## src/design/hnorm_pkg.sv

```systemverilog
// Shared types and constants for the heightmap normal generator.
package hnorm_pkg;

   // Map size limits and derived widths
   localparam int MAX_DIM = 4096;
   localparam int DIM_W   = $clog2(MAX_DIM + 1);
   localparam int POS_W   = $clog2(MAX_DIM);

   // Field widths
   localparam int HGT_W   = 8;
   localparam int SLOPE_W = HGT_W + 1;
   localparam int NRM_W   = 16;
   localparam int NZ_W    = 15;

   // Configuration port
   localparam int CSR_IDX_W = 2;
   localparam logic [CSR_IDX_W-1:0] CSR_MAP_WIDTH  = CSR_IDX_W'(0);
   localparam logic [CSR_IDX_W-1:0] CSR_MAP_HEIGHT = CSR_IDX_W'(1);
   localparam int MAP_RESET = 512;

   // Slope queue between front and back
   localparam int QUEUE_DEPTH = 4;
   localparam int QA_W        = $clog2(QUEUE_DEPTH);
   localparam int QC_W        = $clog2(QUEUE_DEPTH + 1);

   // Integer height differences (twice the real slope away from the map edges)
   typedef struct packed {
      logic signed [SLOPE_W-1:0] dx;
      logic signed [SLOPE_W-1:0] dy;
   } slope_type;

   // Queue occupancy flags
   typedef struct packed {
      logic full;
      logic empty;
   } q_status_type;

endpackage

```

## src/design/hnorm_front.sv

```systemverilog
// Front end: configuration registers, input register and edge classification.
module hnorm_front (
   input  logic                                clock,
   input  logic                                reset,
   input  logic                                req_valid,
   output logic                                req_stall,
   input  logic [hnorm_pkg::POS_W-1:0]         req_col,
   input  logic [hnorm_pkg::POS_W-1:0]         req_row,
   input  logic [hnorm_pkg::HGT_W-1:0]         req_center_height,
   input  logic [hnorm_pkg::HGT_W-1:0]         req_left_height,
   input  logic [hnorm_pkg::HGT_W-1:0]         req_right_height,
   input  logic [hnorm_pkg::HGT_W-1:0]         req_prev_row_height,
   input  logic [hnorm_pkg::HGT_W-1:0]         req_next_row_height,
   input  logic                                csr_write,
   input  logic [hnorm_pkg::CSR_IDX_W-1:0]     csr_index,
   input  logic [hnorm_pkg::DIM_W-1:0]         csr_data,
   output logic                                push,
   output hnorm_pkg::slope_type                push_data,
   input  hnorm_pkg::q_status_type             q_stat
);
   import hnorm_pkg::*;

   logic [DIM_W-1:0] map_width_ff, map_width_in;
   logic [DIM_W-1:0] map_height_ff, map_height_in;
   logic [DIM_W-1:0] csr_sat;
   logic             vld_ff, vld_in;
   slope_type        slope_ff, slope_in;
   logic             load;

   // Pick the difference for one axis from the position on the map
   function automatic logic signed [SLOPE_W-1:0] axis_diff(
      input logic [POS_W-1:0] pos,
      input logic [DIM_W-1:0] size,
      input logic [HGT_W-1:0] c,
      input logic [HGT_W-1:0] lo,
      input logic [HGT_W-1:0] hi
   );
      logic [DIM_W-1:0] last;
      logic [SLOPE_W-1:0] a, b;
      begin
         last = size - DIM_W'(1);
         if (pos == '0) begin
            a = {1'b0, hi};
            b = {1'b0, c};
         end else if ({1'b0, pos} == last) begin
            a = {1'b0, c};
            b = {1'b0, lo};
         end else begin
            a = {1'b0, hi};
            b = {1'b0, lo};
         end
         axis_diff = $signed(a - b);
      end
   endfunction

   // Clamp written sizes to the largest map
   always_comb begin
      csr_sat = (csr_data > DIM_W'(MAX_DIM)) ? DIM_W'(MAX_DIM) : csr_data;
      map_width_in  = map_width_ff;
      map_height_in = map_height_ff;
      if (csr_write) begin
         unique case (csr_index)
            CSR_MAP_WIDTH:  map_width_in  = csr_sat;
            CSR_MAP_HEIGHT: map_height_in = csr_sat;
            default: ;
         endcase
      end
   end

   // Take a new transaction whenever the held one can move into the queue
   assign load      = !vld_ff || !q_stat.full;
   assign req_stall = !load;
   assign push      = vld_ff && !q_stat.full;
   assign push_data = slope_ff;

   always_comb begin
      vld_in   = load ? req_valid : vld_ff;
      slope_in = slope_ff;
      if (load && req_valid) begin
         slope_in.dx = axis_diff(req_col, map_width_ff, req_center_height,
                                 req_left_height, req_right_height);
         slope_in.dy = axis_diff(req_row, map_height_ff, req_center_height,
                                 req_prev_row_height, req_next_row_height);
      end
   end

   always_ff @(posedge clock) begin
      if (reset) begin
         map_width_ff  <= DIM_W'(MAP_RESET);
         map_height_ff <= DIM_W'(MAP_RESET);
         vld_ff        <= 1'b0;
      end else begin
         map_width_ff  <= map_width_in;
         map_height_ff <= map_height_in;
         vld_ff        <= vld_in;
      end
   end

   always_ff @(posedge clock) begin
      slope_ff <= slope_in;
   end

endmodule

```

## config.mk

```make
export PLATFORM = sky130hd
export DESIGN_NAME = hnorm_front
export DESIGN_NICKNAME = d
export VERILOG_FILES = /design/src/design/hnorm_pkg.sv /design/src/design/hnorm_front.sv
export SDC_FILE = /design/constraint.sdc
export NUM_CORES = 1
export LEC_CHECK = 0
export BUFFER_PORTS_ARGS = -buffer_cell sky130_fd_sc_hd__buf_2
export CAP_MARGIN = 20
export CORE_MARGIN = 2
export CORE_UTILIZATION = 32
export CTS_CLUSTER_SIZE = 20
export DETAILED_ROUTE_END_ITERATION = 8
export GPL_TIMING_DRIVEN = 0
export SLEW_MARGIN = 20
export SYNTH_ARGS = -nofsm -noshare
export SYNTH_HDL_FRONTEND = slang
export SYNTH_SLANG_ARGS = --single-unit
```

## constraint.sdc

```tcl
create_clock -name clock -period 10.3 [get_ports clock]
set_input_delay 1.545 -clock clock [delete_from_list [all_inputs] [get_ports clock]]
set_output_delay 1.545 -clock clock [all_outputs]
set_load 0.005 [all_outputs]
```

==> Yosys cells after proc, flatten, opt, wreduce, memory -nomap -nowiden <==
Cells that the tools add are included.
{ "word_totals": {"register_bits": 45, "in_bits": 85, "word_cells": 35} }
{ "op_classes": {"n_addsub": 4, "magnitude_cmp": 1, "eq_ne": 3, "muxes": 11, "n_reduce_logical": 11} }
{ "op_table": {"columns": ["cell", "n"], "rows": [
  ["$mux W8", 6],
  ["$mux W9", 4],
  ["$eq A12 B13 Y1", 2],
  ["$sub A13 B1 Y13 const B", 2],
  ["$logic_not A12 Y1", 2],
  ["$sub A9 B9 Y9", 2],
  ["$gt A13 B13 Y1 const B", 1],
  ["$mux W13", 1],
  ["$reduce_and A2 Y1", 2],
  ["$logic_not A1 Y1", 3],
  ["$eq A2 B1 Y1 const B", 1],
  ["$logic_and A1 B1 Y1", 2],
  ["$logic_not A2 Y1", 1],
  ["$logic_or A1 B1 Y1", 1]
]} }

==> Depth between registers and ports, before layout <==
{ "depth": {"depth_word": 6, "depth_mapped": 19} }

==> Worst setup path after synthesis <==
Ideal clock, no wire load.
{ "synth_timing": {"path_kind": "input port to flip-flop", "start": "input req_col[9] in the netlist's numbering", "end": "register slope_ff, in the netlist push_data[16] (data pin)", "arrival_time_ps": 4752, "required_ps": 10035, "setup_slack_ps": 5283, "stages": 14, "n_path_buf": 0, "path_cell_list": "xnor2_1 or4b_2 a31oi_1 a21o_1 nand3_1 nor4_4 mux2_2 ha_1 a21o_1 a21o_1 a21o_1 a21oi_1 o21ai_0 xor2_1"} }
{ "synth_between": {"elab_chain_len": 5, "elab_cells_between_ends": 8, "cone_classes": "add/sub (1); eq/ne (1); mux (5); reduce/logical (1)"} }
{ "synth_lines": {"columns": ["element", "line", "rtl"], "rows": [
  ["start, declared", "hnorm_front.sv:7", "input logic [hnorm_pkg::POS_W-1:0] req_col,"],
  ["$eq A12 B13 Y1", "hnorm_front.sv:45", "end else if ({1'b0, pos} == last) begin"],
  ["$mux W8", "hnorm_front.sv:45", null],
  ["$mux W8", "hnorm_front.sv:42", "if (pos == '0) begin"],
  ["$mux W9", "hnorm_front.sv:79", "if (load && req_valid) begin"],
  ["$sub A9 B9 Y9 (*)", "hnorm_front.sv:52", "axis_diff = $signed(a - b);"],
  ["end signal, assigned", "hnorm_front.sv:100", "slope_ff <= slope_in;"],
  ["end, declared", "hnorm_front.sv:27", "slope_type slope_ff, slope_in;"]
]} }
Every way passes the cells marked *; elsewhere a longest branch is shown, timed or not. The select of a mux whose other input is x is not followed.
A chain may end at the register's enable or synchronous reset.

==> Final worst setup path <==
Ends and elaborated chain as after synthesis.

==> flow_summary.json <==
{
  "cp_num_buf_inv": 1,
  "cp.required_ns": 10.34,
  "grt_pass1_wl_mm": 13.81,
  "clock-sinks": 45,
  "cts_buffer_depth": 2,
  "clk_pin_slew_ns": 0.09,
  "endpoint_kind": "flop",
  "grt_start_max_net_pins": 17,
  "crit_family": "simple AND/OR/NAND/NOR gates",
  "cp_slowest_cell": "or4b_2",
  "cp-start-kind": "input pin",
  "yosysWarnings": 0,
  "finalNetCount": 598,
  "setup-tns-final_ns": 0,
  "syn_avg_cell_area_um2": 8.863,
  "cts_resized": 0,
  "worstSetupPathType": "in -> reg",
  "gp_congestion": 0.8440,
  "synth.distinct_cells": 49,
  "drv_slew": 0,
  "yosysMostFrequentCell": "nand2_1",
  "cts-root-buf": "clkbuf_8",
  "dp.cells": 622,
  "viasPerCell": 4.959,
  "drt_iter0_markers": 97,
  "async_reset_ff_share_pct": 0,
  "relSlewSlack_pct": 55.19,
  "hpwlAfterDp_mm": 7.183,
  "maxCapViolations": 0,
  "synth-edff-count": 18,
  "grt_pass1_vias": 3023,
  "groute.usage.overall_pct": 14.96,
  "power_density_nw_per_um2": 106.4,
  "synthFlopType": "dfxtp_1",
  "path_max_fanout": 8,
  "rows": 37,
  "clk_latency_ns": 0.30,
  "syn_area_um2": 3395,
  "period_share_pct": 50.41,
  "numPortBuffers": 102,
  "wirelength_mm": 8.523,
  "ctsHoldBuffers": 0,
  "total_power_mw": 0.4479,
  "wl_per_cell_um": 13.51,
  "arrival_ns": 5.23,
  "worst_slew_pin_slew_ns": 0.6671,
  "rsz0062_at_grt": "false",
  "fp.dieH_um": 107.0,
  "hold_viol": 0,
  "antenna_found_initial": 1,
  "post_cts_buffers": 0,
  "final_cell_area_um2": 4209,
  "gr-total-overflow": 0,
  "synth-seq-cells": 45,
  "drive_above_1_share_pct": 27.94,
  "peakVddDrop_v": 0.00006140,
  "pin_count": 105,
  "hp-class": "reg -> reg",
  "synthCells": 383,
  "die_x_um": 107.0,
  "cp_cell_sequence": "buf_2, xnor2_1, or4b_2, a31oi_1, a21o_1, nand3_1, nor4_4, mux2_2, ha_1, a21o_1, a21o_1, a21o_1, a21oi_1, o21ai_0, xor2_1",
  "dr.pass1.iters": 4,
  "fmax_mhz": 192.6,
  "slowest_delay_ns": 0.61,
  "synthesis.nets": 488,
  "h-tree-depth": 2,
  "synth.area.top_cells": "dfxtp_1 16%, edfxtp_1 16%, ha_1 6.6%",
  "synth_top_area_cell": "dfxtp_1",
  "synth_seq_area_share_pct": 31.85,
  "antenna_left": 0,
  "die-area_um2": 11450,
  "finalCriticalPeriod_ns": 5.192,
  "placed_cell_area_um2": 4093,
  "cts_tree": "done",
  "synthTopCellsByCount": "60 x nand2_1, 39 x a21oi_1, 27 x dfxtp_1",
  "core_um2": 10320,
  "syn_to_final_growth_pct": 24.00,
  "crit_top_cell": "a21o_1",
  "setup_violations": 0,
  "vias": 3129,
  "synth.top_cell.area_share_pct": 15.92,
  "skew_ns": 0.009548,
  "start_util_pct": 32.88,
  "leakagePower_nw": 1.819,
  "status": "finished clean",
  "cts_buffers": 5,
  "final_cells": 631,
  "drc": 0
}
==> worst reg2reg max path: cells and delay by family, from the launching register on <==
kind                     cells  cell delay, ns
XOR/XNOR                     1            0.16
AND/OR/NAND/NOR              3            1.45
flip-flops                   1            0.37
multiplexers                 1            0.45
AO/OA/AOI/OAI                8            1.44
adder cells (fa/ha/maj)      1            0.29
==> state kept, by name (all words and copies together), names as in the netlist <==
register,flops
vld_ff,1
map_width_ff,13
push_data,18
map_height_ff,13
==> final cells by class <==
cell class,count,area [µm²]
Antenna cell,1,2.502
Buffer,14,61.31
Clock buffer,6,93.84
Clock inverter,2,20.02
Fill cell,1053,6115
Inverter,12,45.04
Multi-Input combinational cell,312,2210
Sequential cell,45,1081
Tap cell,136,170.2
Timing Repair Buffer,103,525.5
==> through the flow <==
step                      hold WS [ns]  setup slack (ns)  utilization [%]
after CTS                       0.4883             5.083            40.75
after floorplan                 0.4443             5.283                -
final                           0.4828             5.108            40.77
after global placement          0.4702             4.807            39.47
after global routing            0.5130             4.846            40.77
after detailed placement        0.4749             4.760            39.64
==> placed cells by master, fill, tap and decap left out, types with 3 or more instances in the layout <==
| master | n |
|---|---|
| a21oi_1 | 39 |
| a31oi_1 | 5 |
| ha_1 | 18 |
| xor2_1 | 17 |
| a21o_1 | 9 |
| nor3b_1 | 3 |
| clkbuf_8 | 5 |
| nand2_1 | 60 |
| o21ai_0 | 9 |
| nor3_1 | 10 |
| nor2_1 | 11 |
| buf_2 | 102 |
| mux2_2 | 16 |
| nor2b_1 | 13 |
| a211oi_1 | 3 |
| edfxtp_1 | 18 |
| nand2b_1 | 3 |
| dfxtp_1 | 27 |
| nor4_1 | 8 |
| o21bai_1 | 5 |
| mux2i_1 | 19 |
| inv_1 | 12 |
| xnor2_1 | 24 |
| nand3_1 | 8 |
| clkbuf_1 | 12 |
==> where the power goes <==
group	total [mW]	switching (mW)	leakage (nW)	internal (mW)
sequential	0.205	0.00499	0.393	0.200
combinational	0.114	0.0583	1.37	0.0554
clock	0.129	0.0648	0.0584	0.0647
total	0.448	0.128	1.82	0.320
==> path summary, 6_finish.rpt <==
| kind | start | to | slack [ns] | cells after the start |
|---|---|---|---|---|
| worst max register to register | map_width_ff[2] | push_data[16] | 5.89 | 14 |
| worst min register to register | map_width_ff[12] | map_width_ff[12] | 0.48 | 2 |
| worst max-delay path | req_col[9] | push_data[16] | 5.11 | 15 |
| worst min-delay path | map_width_ff[12] | map_width_ff[12] | 0.48 | 2 |
==> metal layers <==
metal	vias to the layer above	global-route usage [%]	wire [µm]
met5	-	0	0
met4	0	4.545	150
met3	10	1.763	285
met2	68	26.52	4188
met1	1458	18.99	3898
li1	1593	-	-
==> logic make-up after synthesis <==
family / synth area share, %
simple gates: 21.16
xor+xnor: 10.58
fa+ha+maj: 7.814
compound gates: 14.56
flops: 31.85
mux: 10.91
buf+inv: 3.133
Power figures use the tool's default switching activity.
