### config.mk
export PLATFORM = sky130hd
export DESIGN_NAME = hnorm_queue
export DESIGN_NICKNAME = d
export VERILOG_FILES = /design/src/design/hnorm_pkg.sv /design/src/design/hnorm_queue.sv
export SDC_FILE = /design/constraint.sdc
export NUM_CORES = 1
export LEC_CHECK = 0
export ABC_AREA = 1
export CAP_MARGIN = 20
export CORE_MARGIN = 5
export CORE_UTILIZATION = 60
export CTS_BUF_LIST = sky130_fd_sc_hd__clkbuf_4 sky130_fd_sc_hd__clkbuf_8
export DETAILED_ROUTE_END_ITERATION = 10
export DONT_BUFFER_PORTS = 1
export PLACE_DENSITY = 0.79
export SLEW_MARGIN = 20
export SYNTH_ARGS = -nofsm -noshare
export SYNTH_HDL_FRONTEND = slang
export SYNTH_SLANG_ARGS = --single-unit
### constraint.sdc
create_clock -name clock -period 3.6 [get_ports clock]
set_input_delay 0.18 -clock clock [delete_from_list [all_inputs] [get_ports clock]]
set_output_delay 0.18 -clock clock [all_outputs]
set_load 0.01 [all_outputs]
### src/design/hnorm_pkg.sv
// Shared types and constants for the heightmap normal generator.
package hnorm_pkg;

   // Map size limits and derived widths
   localparam int MAX_DIM = 4096;
   localparam int DIM_W   = $clog2(MAX_DIM + 1);
   localparam int POS_W   = $clog2(MAX_DIM);

   // Field widths
   localparam int HGT_W   = 8;
   localparam int SLOPE_W = HGT_W + 1;
   localparam int NRM_W   = 16;
   localparam int NZ_W    = 15;

   // Configuration port
   localparam int CSR_IDX_W = 2;
   localparam logic [CSR_IDX_W-1:0] CSR_MAP_WIDTH  = CSR_IDX_W'(0);
   localparam logic [CSR_IDX_W-1:0] CSR_MAP_HEIGHT = CSR_IDX_W'(1);
   localparam int MAP_RESET = 512;

   // Slope queue between front and back
   localparam int QUEUE_DEPTH = 4;
   localparam int QA_W        = $clog2(QUEUE_DEPTH);
   localparam int QC_W        = $clog2(QUEUE_DEPTH + 1);

   // Integer height differences (twice the real slope away from the map edges)
   typedef struct packed {
      logic signed [SLOPE_W-1:0] dx;
      logic signed [SLOPE_W-1:0] dy;
   } slope_type;

   // Queue occupancy flags
   typedef struct packed {
      logic full;
      logic empty;
   } q_status_type;

endpackage

### src/design/hnorm_queue.sv
// Short slope queue that decouples the front end from the root search.
module hnorm_queue (
   input  logic                     clock,
   input  logic                     reset,
   input  logic                     push,
   input  hnorm_pkg::slope_type     push_data,
   input  logic                     pop,
   output hnorm_pkg::slope_type     head,
   output hnorm_pkg::q_status_type  q_stat
);
   import hnorm_pkg::*;

   slope_type       mem_ff [QUEUE_DEPTH];
   logic [QA_W-1:0] wr_ptr_ff, wr_ptr_in;
   logic [QA_W-1:0] rd_ptr_ff, rd_ptr_in;
   logic [QC_W-1:0] count_ff, count_in;
   logic            do_push, do_pop;

   assign q_stat.full  = (count_ff == QC_W'(QUEUE_DEPTH));
   assign q_stat.empty = (count_ff == '0);
   assign head         = mem_ff[rd_ptr_ff];

   assign do_push = push && !q_stat.full;
   assign do_pop  = pop && !q_stat.empty;

   // Advance pointers and occupancy
   always_comb begin
      wr_ptr_in = do_push ? wr_ptr_ff + QA_W'(1) : wr_ptr_ff;
      rd_ptr_in = do_pop  ? rd_ptr_ff + QA_W'(1) : rd_ptr_ff;
      count_in  = count_ff;
      if (do_push && !do_pop) begin
         count_in = count_ff + QC_W'(1);
      end else if (do_pop && !do_push) begin
         count_in = count_ff - QC_W'(1);
      end
   end

   always_ff @(posedge clock) begin
      if (reset) begin
         wr_ptr_ff <= '0;
         rd_ptr_ff <= '0;
         count_ff  <= '0;
      end else begin
         wr_ptr_ff <= wr_ptr_in;
         rd_ptr_ff <= rd_ptr_in;
         count_ff  <= count_in;
      end
   end

   // Store the pushed entry
   always_ff @(posedge clock) begin
      if (do_push) begin
         mem_ff[wr_ptr_ff] <= push_data;
      end
   end

endmodule

### Yosys cells after proc, flatten, opt, wreduce, memory -nomap -nowiden

Memories as Yosys holds them, arrays and structs flattened. A register that Yosys moved wholly into a read port is not among the register bits.
Cells that the tools add are included.

| storage, ports and cells | value |
|---|---|
| memories kept | 1 |
| bits in writable memories | 72 |
| register bits after elaboration | 7 |
| output and inout bits | 20 |
| word-level logic and storage cells | 25 |

| operators by class | value |
|---|---|
| add/subtract/negate cells | 4 |
| equality and inequality tests | 1 |
| muxes and demuxes | 6 |
| reductions and logical operators | 10 |

Memories:

| memory | words | width | read ports | clocked after Yosys merged registers in | write ports | RTL line | RTL |
|---|---|---|---|---|---|---|---|
| mem_ff | 4 | 18 | 1 | 1 | 1 | hnorm_queue.sv:13 | `slope_type mem_ff [QUEUE_DEPTH];` |

Operators by type and width:

| kind | number |
|---|---|
| $mux 3 | 2 |
| $add 2x1->2 const B | 2 |
| $logic_and 1x1->1 | 4 |
| $logic_not 1->1 | 4 |
| $mux 2 | 2 |
| $add 3x1->3 const B | 1 |
| $eq 3x3->1 const B | 1 |
| $logic_not 3->1 | 1 |
| $sub 3x1->3 const B | 1 |
| $mux 1 | 2 |
| $reduce_bool 2->1 | 1 |

### Logic depth before layout (Yosys ltp)

Gate-level depths: netlist of run 1.

| depth | value |
|---|---|
| depth in word-level cells | 7 |
| gate-level depth with buffers | 13 |
| mapped depth without buffers | 13 |

### Worst setup path after synthesis of run 1

Ideal clock, no wire load.

| timing path | value |
|---|---|
| path type | reg2reg |
| start | register count_ff[0] |
| end | memory mem_ff[0][0] (netlist name), enable pin |
| setup slack | 1,783 ps |
| stages on the path, launching flop included | 5 |
| arrival | 1,424 ps |
| data required time | 3,207 ps |
| setup time | 393 ps |
| buffers on the path | 0 |
| cell sequence | dfxtp_1 nor2_2 nand2_1 nand2_2 nor2_1 |

| on the way | value |
|---|---|
| word-level cells in the longest chain between the ends | 5 |

Ends and longest elaborated chain:

| item | RTL line | RTL |
|---|---|---|
| start: declaration | hnorm_queue.sv:16 | `logic [QC_W-1:0] count_ff, count_in;` |
| start signal: assignment | hnorm_queue.sv:46 | `count_ff <= count_in;` |
| $eq 3x3->1 | hnorm_queue.sv:19 | `assign q_stat.full = (count_ff == QC_W'(QUEUE_DEPTH));` |
| $logic_not 1->1 | hnorm_queue.sv:23 | `assign do_push = push && !q_stat.full;` |
| $logic_and 1x1->1 | hnorm_queue.sv:23 |  |
| $mux 1 | hnorm_queue.sv:52 | `if (do_push) begin` |
| $mux 1 (implied by the code) | hnorm_queue.sv:53 | `mem_ff[wr_ptr_ff] <= push_data;` |
| end: declaration | hnorm_queue.sv:13 |  |

Every way passes these cells.

==> impl_results.md, run 1 <==
- Crit path DAT: 1.89 ns
- Clock Root Buffer: clkbuf_8
- Commonest non-fill, non-tap cells in the layout: edfxtp_1, nor2_1, o21ai_0, dlygate4sd3_1, o22ai_1
- Period utilization: 0.576
- Setup TNS: 0 ns
- First-pass GRT wire length: 9.32 mm
- Final Hold Fails: 0
- F_max: a little under 0.5 GHz
- Area of the multi-input gates: around 700 sq um
- Layout net count: a little under 300
- Total track usage: 0.171
- Master of the slowest instance on the critical path: dfxtp_1
- CTS max path bufs: 2
- Max Cap Viol: 0
- Worst EP required: 3.42 ns
- CP Class: reg -> out
- Worst-path fanout max: 19
- Routability congestion estimate: around 0.73
- Worst Setup Start Kind: register
- Unique masters post-synth: 21
- DR iter-0 viols: roughly 170
- Post-Syn Area per Cell: roughly 13 sq um
- Post-Syn Instances: roughly 240
- Max_slew headroom: 0.340
- RSZ-0062 raised after global routing: false
- DRC Markers: 0
- Slew @ Worst Pin: 0.989 ns
- Clock-pin slew on the worst setup and hold paths: ~0.07 ns
- Overflow after GRT: 0
- Leakage power: between 1 and 1.5 nW
- Dpl cells: 305
- Sequential share of the synthesized area: 0.731
- Crit-path cells: clkinv_2 -> o21ai_0 -> o22ai_1
- Initial Util: 0.623
- Top-Level Pins: between 40 and 50
- Fill count: approximately 380
- Die width: 83.1 um
- Final Max Tran Viols: 0
- Buffers plus inverters on the worst setup path: 1
- Wire per inst: approximately 16 um
- Clk_lat worst skew: 0.34 ns
- Final HPWL DP: 3.30 mm
- Post-route insts no fill: 340
- Most common cell after layout, fill and taps aside: edfxtp_1
- Row cnt: 26
- Status: completed
- Core area: between 5000 and 6000 sq um
- Clock Skew: 0.00808 ns
- Yosys warnings: 0
- Net Count, Synth: 272
- Fin util: 0.698
- Top delay family on crit path: flip-flops
- ANT cells: 0
- Final Setup Violations: 0
- Final min period: between 2 and 2.5 ns
- CP max stage delay: ~0.73 ns
- Via count: approximately 1900
- Area growth syn-to-layout: 12.0%
- Power Total: 2.38 mW
- Hold Crit Class: in -> reg
- Die area: around 7000 sq um
- Largest net degree at the start of global routing: 38
- Worst hold slack: just under 0.04 ns
- Worst setup EP type: primary output
- Initial antenna violation count: 0
- P per Cell Area: between 600 and 700 nW/um^2
- Final WL: ~5.6 mm
- Synth Cell Area: between 3000 and 4000 sq um
- Die Span Y: 83.1 um
- H-tree Lvls: 3
- Share of post-route cells with drive strength above 1: 0.0926
- CTS sink count: a little over 80
- Buffers on Ports: 0
- Yosys reg bits: 81
- Vias in the first global route: 1866
- CTS tree: yes
- First-pass iteration count of the detailed router: 4
- Via density: approximately 5.5
- Storage cell area: 2340 sq um
- Post-DRT Antenna Nets: 0
- CTS Buf Count: 9
- VDD IR max: about 0.37 mV
-- stage by stage --
stage	setup slack, ns	area (sq um)
floorplan	1.78	3200
global placement	1.76	3210
detailed placement	1.70	3210
CTS	1.50	3590
global route	1.38	3590
finish	1.53	3590
-- sequential cells by signal (all words and copies together) (netlist names), named ones only --
name       cells
count_ff       3
wr_ptr_ff      2
rd_ptr_ff      2
mem_ff        72
-- layout make-up --
cell class,count,area share
Multi-Input combinational cell,135,0.193
Clock buffer,10,0.0366
Clock inverter,6,0.0164
Inverter,18,0.0213
Sequential cell,81,0.653
Tap cell,70,0.0244
Timing Repair Buffer,20,0.0551
-- per-layer routing --
layer	GRT usage	part of all wire	wire length, um	up-vias
li1	-	-	-	914
met1	0.214	0.42	2330	900
met2	0.286	0.52	2880	44
met3	0.0465	0.047	259	8
met4	0.0624	0.015	82	0
met5	0	0	0	-
-- where the power goes --
| part | switching (mW) | internal (mW) |
|---|---|---|
| logic | 0.396 | 0.160 |
| registers | 0.0491 | 1.15 |
| clock network | 0.302 | 0.324 |
-- worst paths after layout --
kind                                                   to  cells past startpoint  slack, ns                       from
worst min-delay path            rd_ptr_ff[1]$_SDFFE_PP0P_                      2       0.04                        pop
worst min register to register  rd_ptr_ff[0]$_SDFFE_PP0P_                      2       0.51  rd_ptr_ff[0]$_SDFFE_PP0P_
worst max-delay path                             head[13]                      3       1.53                   register
worst max register to register    mem_ff[2][13]$_DFFE_PP_                      4       1.71   count_ff[0]$_SDFFE_PP0P_
-- synth_stat cells, drive strengths merged --
master | instances | share of area
inv | 17 | 0.022
ha | 5 | 0.020
a21oi | 3 | 0.0047
nand3 | 4 | 0.0063
buf | 10 | 0.032
o22ai | 18 | 0.035
nand2 | 15 | 0.019
fa | 1 | 0.0063
o21ai | 37 | 0.058
dfxtp | 9 | 0.056
clkinv | 1 | 0.0016
edfxtp | 72 | 0.67
xor2 | 1 | 0.0027
nand3b | 1 | 0.0023
nor2 | 50 | 0.059
-- cell families after synthesis --
group | synth area share
simple gates | 0.0871
compound gates | 0.0977
flops | 0.731
xor+xnor | 0.00273
fa+ha+maj | 0.0258
buf+inv | 0.0555
-- repair_timing --
item,CTS,global route
hold endpoints to repair,77,0
gates resized for setup,0,0
hold buffers,19,0
setup endpoints to repair,0,0
setup buffers,0,0
Note: power is estimated with default switching activity, not from simulation.
==> run 2, diff against run 1 <==
--- a/config.mk
+++ b/config.mk
@@ -8,11 +8,11 @@
 export ABC_AREA = 1
 export CAP_MARGIN = 20
 export CORE_MARGIN = 5
-export CORE_UTILIZATION = 60
+export CORE_UTILIZATION = 59
 export CTS_BUF_LIST = sky130_fd_sc_hd__clkbuf_4 sky130_fd_sc_hd__clkbuf_8
 export DETAILED_ROUTE_END_ITERATION = 10
 export DONT_BUFFER_PORTS = 1
-export PLACE_DENSITY = 0.79
+export PLACE_DENSITY = 0.81
 export SLEW_MARGIN = 20
 export SYNTH_ARGS = -nofsm -noshare
 export SYNTH_HDL_FRONTEND = slang
==> constraint.sdc (replaced) <==
create_clock -name clock -period 1.82 [get_ports clock]
set_input_delay 0.091 -clock clock [delete_from_list [all_inputs] [get_ports clock]]
set_output_delay 0.091 -clock clock [all_outputs]
set_load 0.01 [all_outputs]
==> run 2 against run 1 <==
Count of clock-buffer cells in the layout stayed put; power is 120% higher; die area is 1.5% higher; combinational power is 140% higher; non-clock buffer count is 10 higher; largest cell class unchanged; register-to-register slack worse by 1.6 ns; clock power is 140% higher; cell count is 2.9% higher; flip-flop and latch count stayed put; final area is 6.1% higher.
==> impl_results.md, run 2 (synthesis results as in run 1) <==
- Final Max Tran Viols: 0 (unchanged)
- CTS tree: yes
- Initial antenna violation count: 0 (unchanged)
- Largest net degree at the start of global routing: 38 (unchanged)
- CTS Buf Count: 9 (unchanged)
- Die width: 83.7 um (+0.74%)
- Max Cap Viol: 0 (unchanged)
- Biggest register: mem_ff
- Area of the multi-input gates: 712 sq um (+2.7%)
- Crit path DAT: 1.98 ns (+0.09 ns)
- H-tree Lvls: 3 (unchanged)
- Buffers on Ports: 0 (unchanged)
- Post-CTS setup buffers: 0 (unchanged)
- Status: completed
- F_max: approximately 0.58 GHz
- Row cnt: 26 (unchanged)
- Period utilization: 0.954
- Setup WS pre-CTS: -0.0160 ns (-1.72 ns)
- DR iter-0 viols: 141 (-16%)
- Final Setup Violations: 0 (unchanged)
- Worst hold slack: 0.455 ns (+0.415 ns)
- Commonest non-fill, non-tap cells in the layout: edfxtp_1, nor2_1, dlygate4sd3_1, o21ai_0, o22ai_1
- Buffers plus inverters on the worst setup path: 2 (+1)
- Clock Skew: 0.00683 ns (-0.00125 ns)
- Biggest regs: mem_ff (72), count_ff (3)
- Final WL: 6.07 mm (+9.2%)
- Via density: 5.60 (+2.1%)
- Master of the slowest instance on the critical path: dfxtp_4
- Cell area after layout: 3810 sq um (+6.1%)
- Initial Util: 0.615 (-0.00779)
- Top delay family on crit path: simple AND/OR/NAND/NOR gates
- Placement Cell Area: 3320 sq um (+3.6%)
- CTS sink count: 81 (unchanged)
- VDD IR max: 1.02 mV (+180%)
- Top-Level Pins: 42 (unchanged)
- Core area: 5200 sq um (+1.3%)
- Number of flip-flops in the largest register: 72 (unchanged)
- Worst Setup Start Kind: register
- First-pass GRT wire length: 9.76 mm (+4.7%)
- First-pass iteration count of the detailed router: 4 (unchanged)
- Total track usage: 0.184 (+0.0126)
- Vias in the first global route: 2042 (+9.4%)
- Die Span Y: 83.7 um (+0.74%)
- Worst-path fanout max: 4 (-15)
- Fill count: 348 (-8.7%)
- CTS max path bufs: 2 (unchanged)
- Slew @ Worst Pin: 0.365 ns (-0.624 ns)
- Final HPWL DP: 3.51 mm (+6.3%)
- Clock Root Buffer: clkbuf_8
- Share of post-route cells with drive strength above 1: 0.146 (+0.0538)
- Post-DRT Antenna Nets: 0 (unchanged)
- Storage cell area: 2350 sq um (+0.32%)
- Crit-path cells: nor2_4 -> nand2_2 -> nand2_2 -> ha_2 -> inv_2 -> fa_2 -> inv_1 -> nand2_1 -> nand3_1 -> nand2_1 -> nand2_1 -> nor2_1
- Most used cell, CP: nand2_1
- Die area: 7000 sq um (+1.5%)
- Worst EP required: 2.06 ns (-1.36 ns)
- Final WS setup: 0.0844 ns (-1.44 ns)
- Clock-pin slew on the worst setup and hold paths: 0.08 ns (about the same)
- RSZ-0062 raised after global routing: true
- Final Hold Fails: 0 (unchanged)
- Final min period: 1.74 ns
- Leakage power: 1.34 nW (+7.3%)
- CP max stage delay: 0.37 ns (-0.36 ns)
- Wire per inst: 17.3 um (+6.1%)
- CP Class: reg -> reg
- P per Cell Area: 1370 nW/um^2 (+110%)
- Routability congestion estimate: 0.708 (-2.4%)
- Layout net count: 303 (+3.4%)
- Area growth syn-to-layout: 18.9%
- Most common cell after layout, fill and taps aside: edfxtp_1
- Hold Crit Class: in -> reg
- Via count: 1961 (+5.1%)
- Max_slew headroom: 0.756 (+0.416)
- Worst setup EP type: register
- DRC Markers: 0 (unchanged)
- ANT cells: 0 (unchanged)
- Clk_lat worst skew: 0.34 ns (about the same)
- Overflow after GRT: 0 (unchanged)
-- run 2: per-stage QoR --
stage	util	power [mW]	TNS, ns	instances
floorplan	-	3.33	0	244
global placement	0.638	3.54	0	312
CTS	0.726	5.17	0	350
global route	0.731	5.51	-0.0513	350
finish	0.731	5.22	0	350
detailed placement	0.638	3.60	-0.0160	312
-- run 2: final cells by class --
| class | instances | area share |
|---|---|---|
| Sequential cell | 81 | 0.617 |
| Multi-Input combinational cell | 135 | 0.187 |
| Timing Repair Buffer | 30 | 0.0900 |
| Clock buffer | 10 | 0.0345 |
| Clock inverter | 6 | 0.0279 |
| Tap cell | 70 | 0.0230 |
| Inverter | 18 | 0.0204 |
-- run 2: worst paths after layout --
path	depth (start not counted)	endpoint	from	slack, ns
setup / recovery	12	count_ff[2]$_SDFFE_PP0P_	count_ff[1]$_SDFFE_PP0P_	0.08
hold / removal	1	mem_ff[3][3]$_DFFE_PP_	push_data[3]	0.45
setup reg to reg	12	count_ff[2]$_SDFFE_PP0P_	count_ff[1]$_SDFFE_PP0P_	0.08
hold reg to reg	2	register	rd_ptr_ff[1]$_SDFFE_PP0P_	0.52
-- run 2: what timing repair did --
action,4_1_cts,5_1_grt
gates resized for setup,1,12
pin swaps,0,0
hold buffers,22,0
hold endpoints to repair,81,0
endpoints found under the setup margin,1,3
-- run 2: power by group --
part	internal, mW	leakage (nW)	switching, mW
Combinational	0.451	0.491	0.863
Clock	0.919	0.117	0.601
Sequential	2.27	0.735	0.109
Total	3.64	1.34	1.57
-- run 2: per-layer routing --
metal	part of all wire	track usage	up-vias	wire, um
met3	0.049	0.0464	19	298
li1	-	-	933	-
met2	0.54	0.318	52	3270
met4	0.032	0.107	0	197
met1	0.38	0.205	957	2300
met5	0	0	-	0
-- run 2: worst reg2reg max path, cell delays in order, from the launching register on --
cell     delay, ns
dfxtp_4       0.37
nor2_4        0.13
nand2_2       0.09
nand2_2       0.09
ha_2          0.19
inv_2         0.05
fa_2          0.35
inv_1         0.07
nand2_1       0.05
nand3_1       0.10
nand2_1       0.06
nand2_1       0.05
nor2_1        0.04
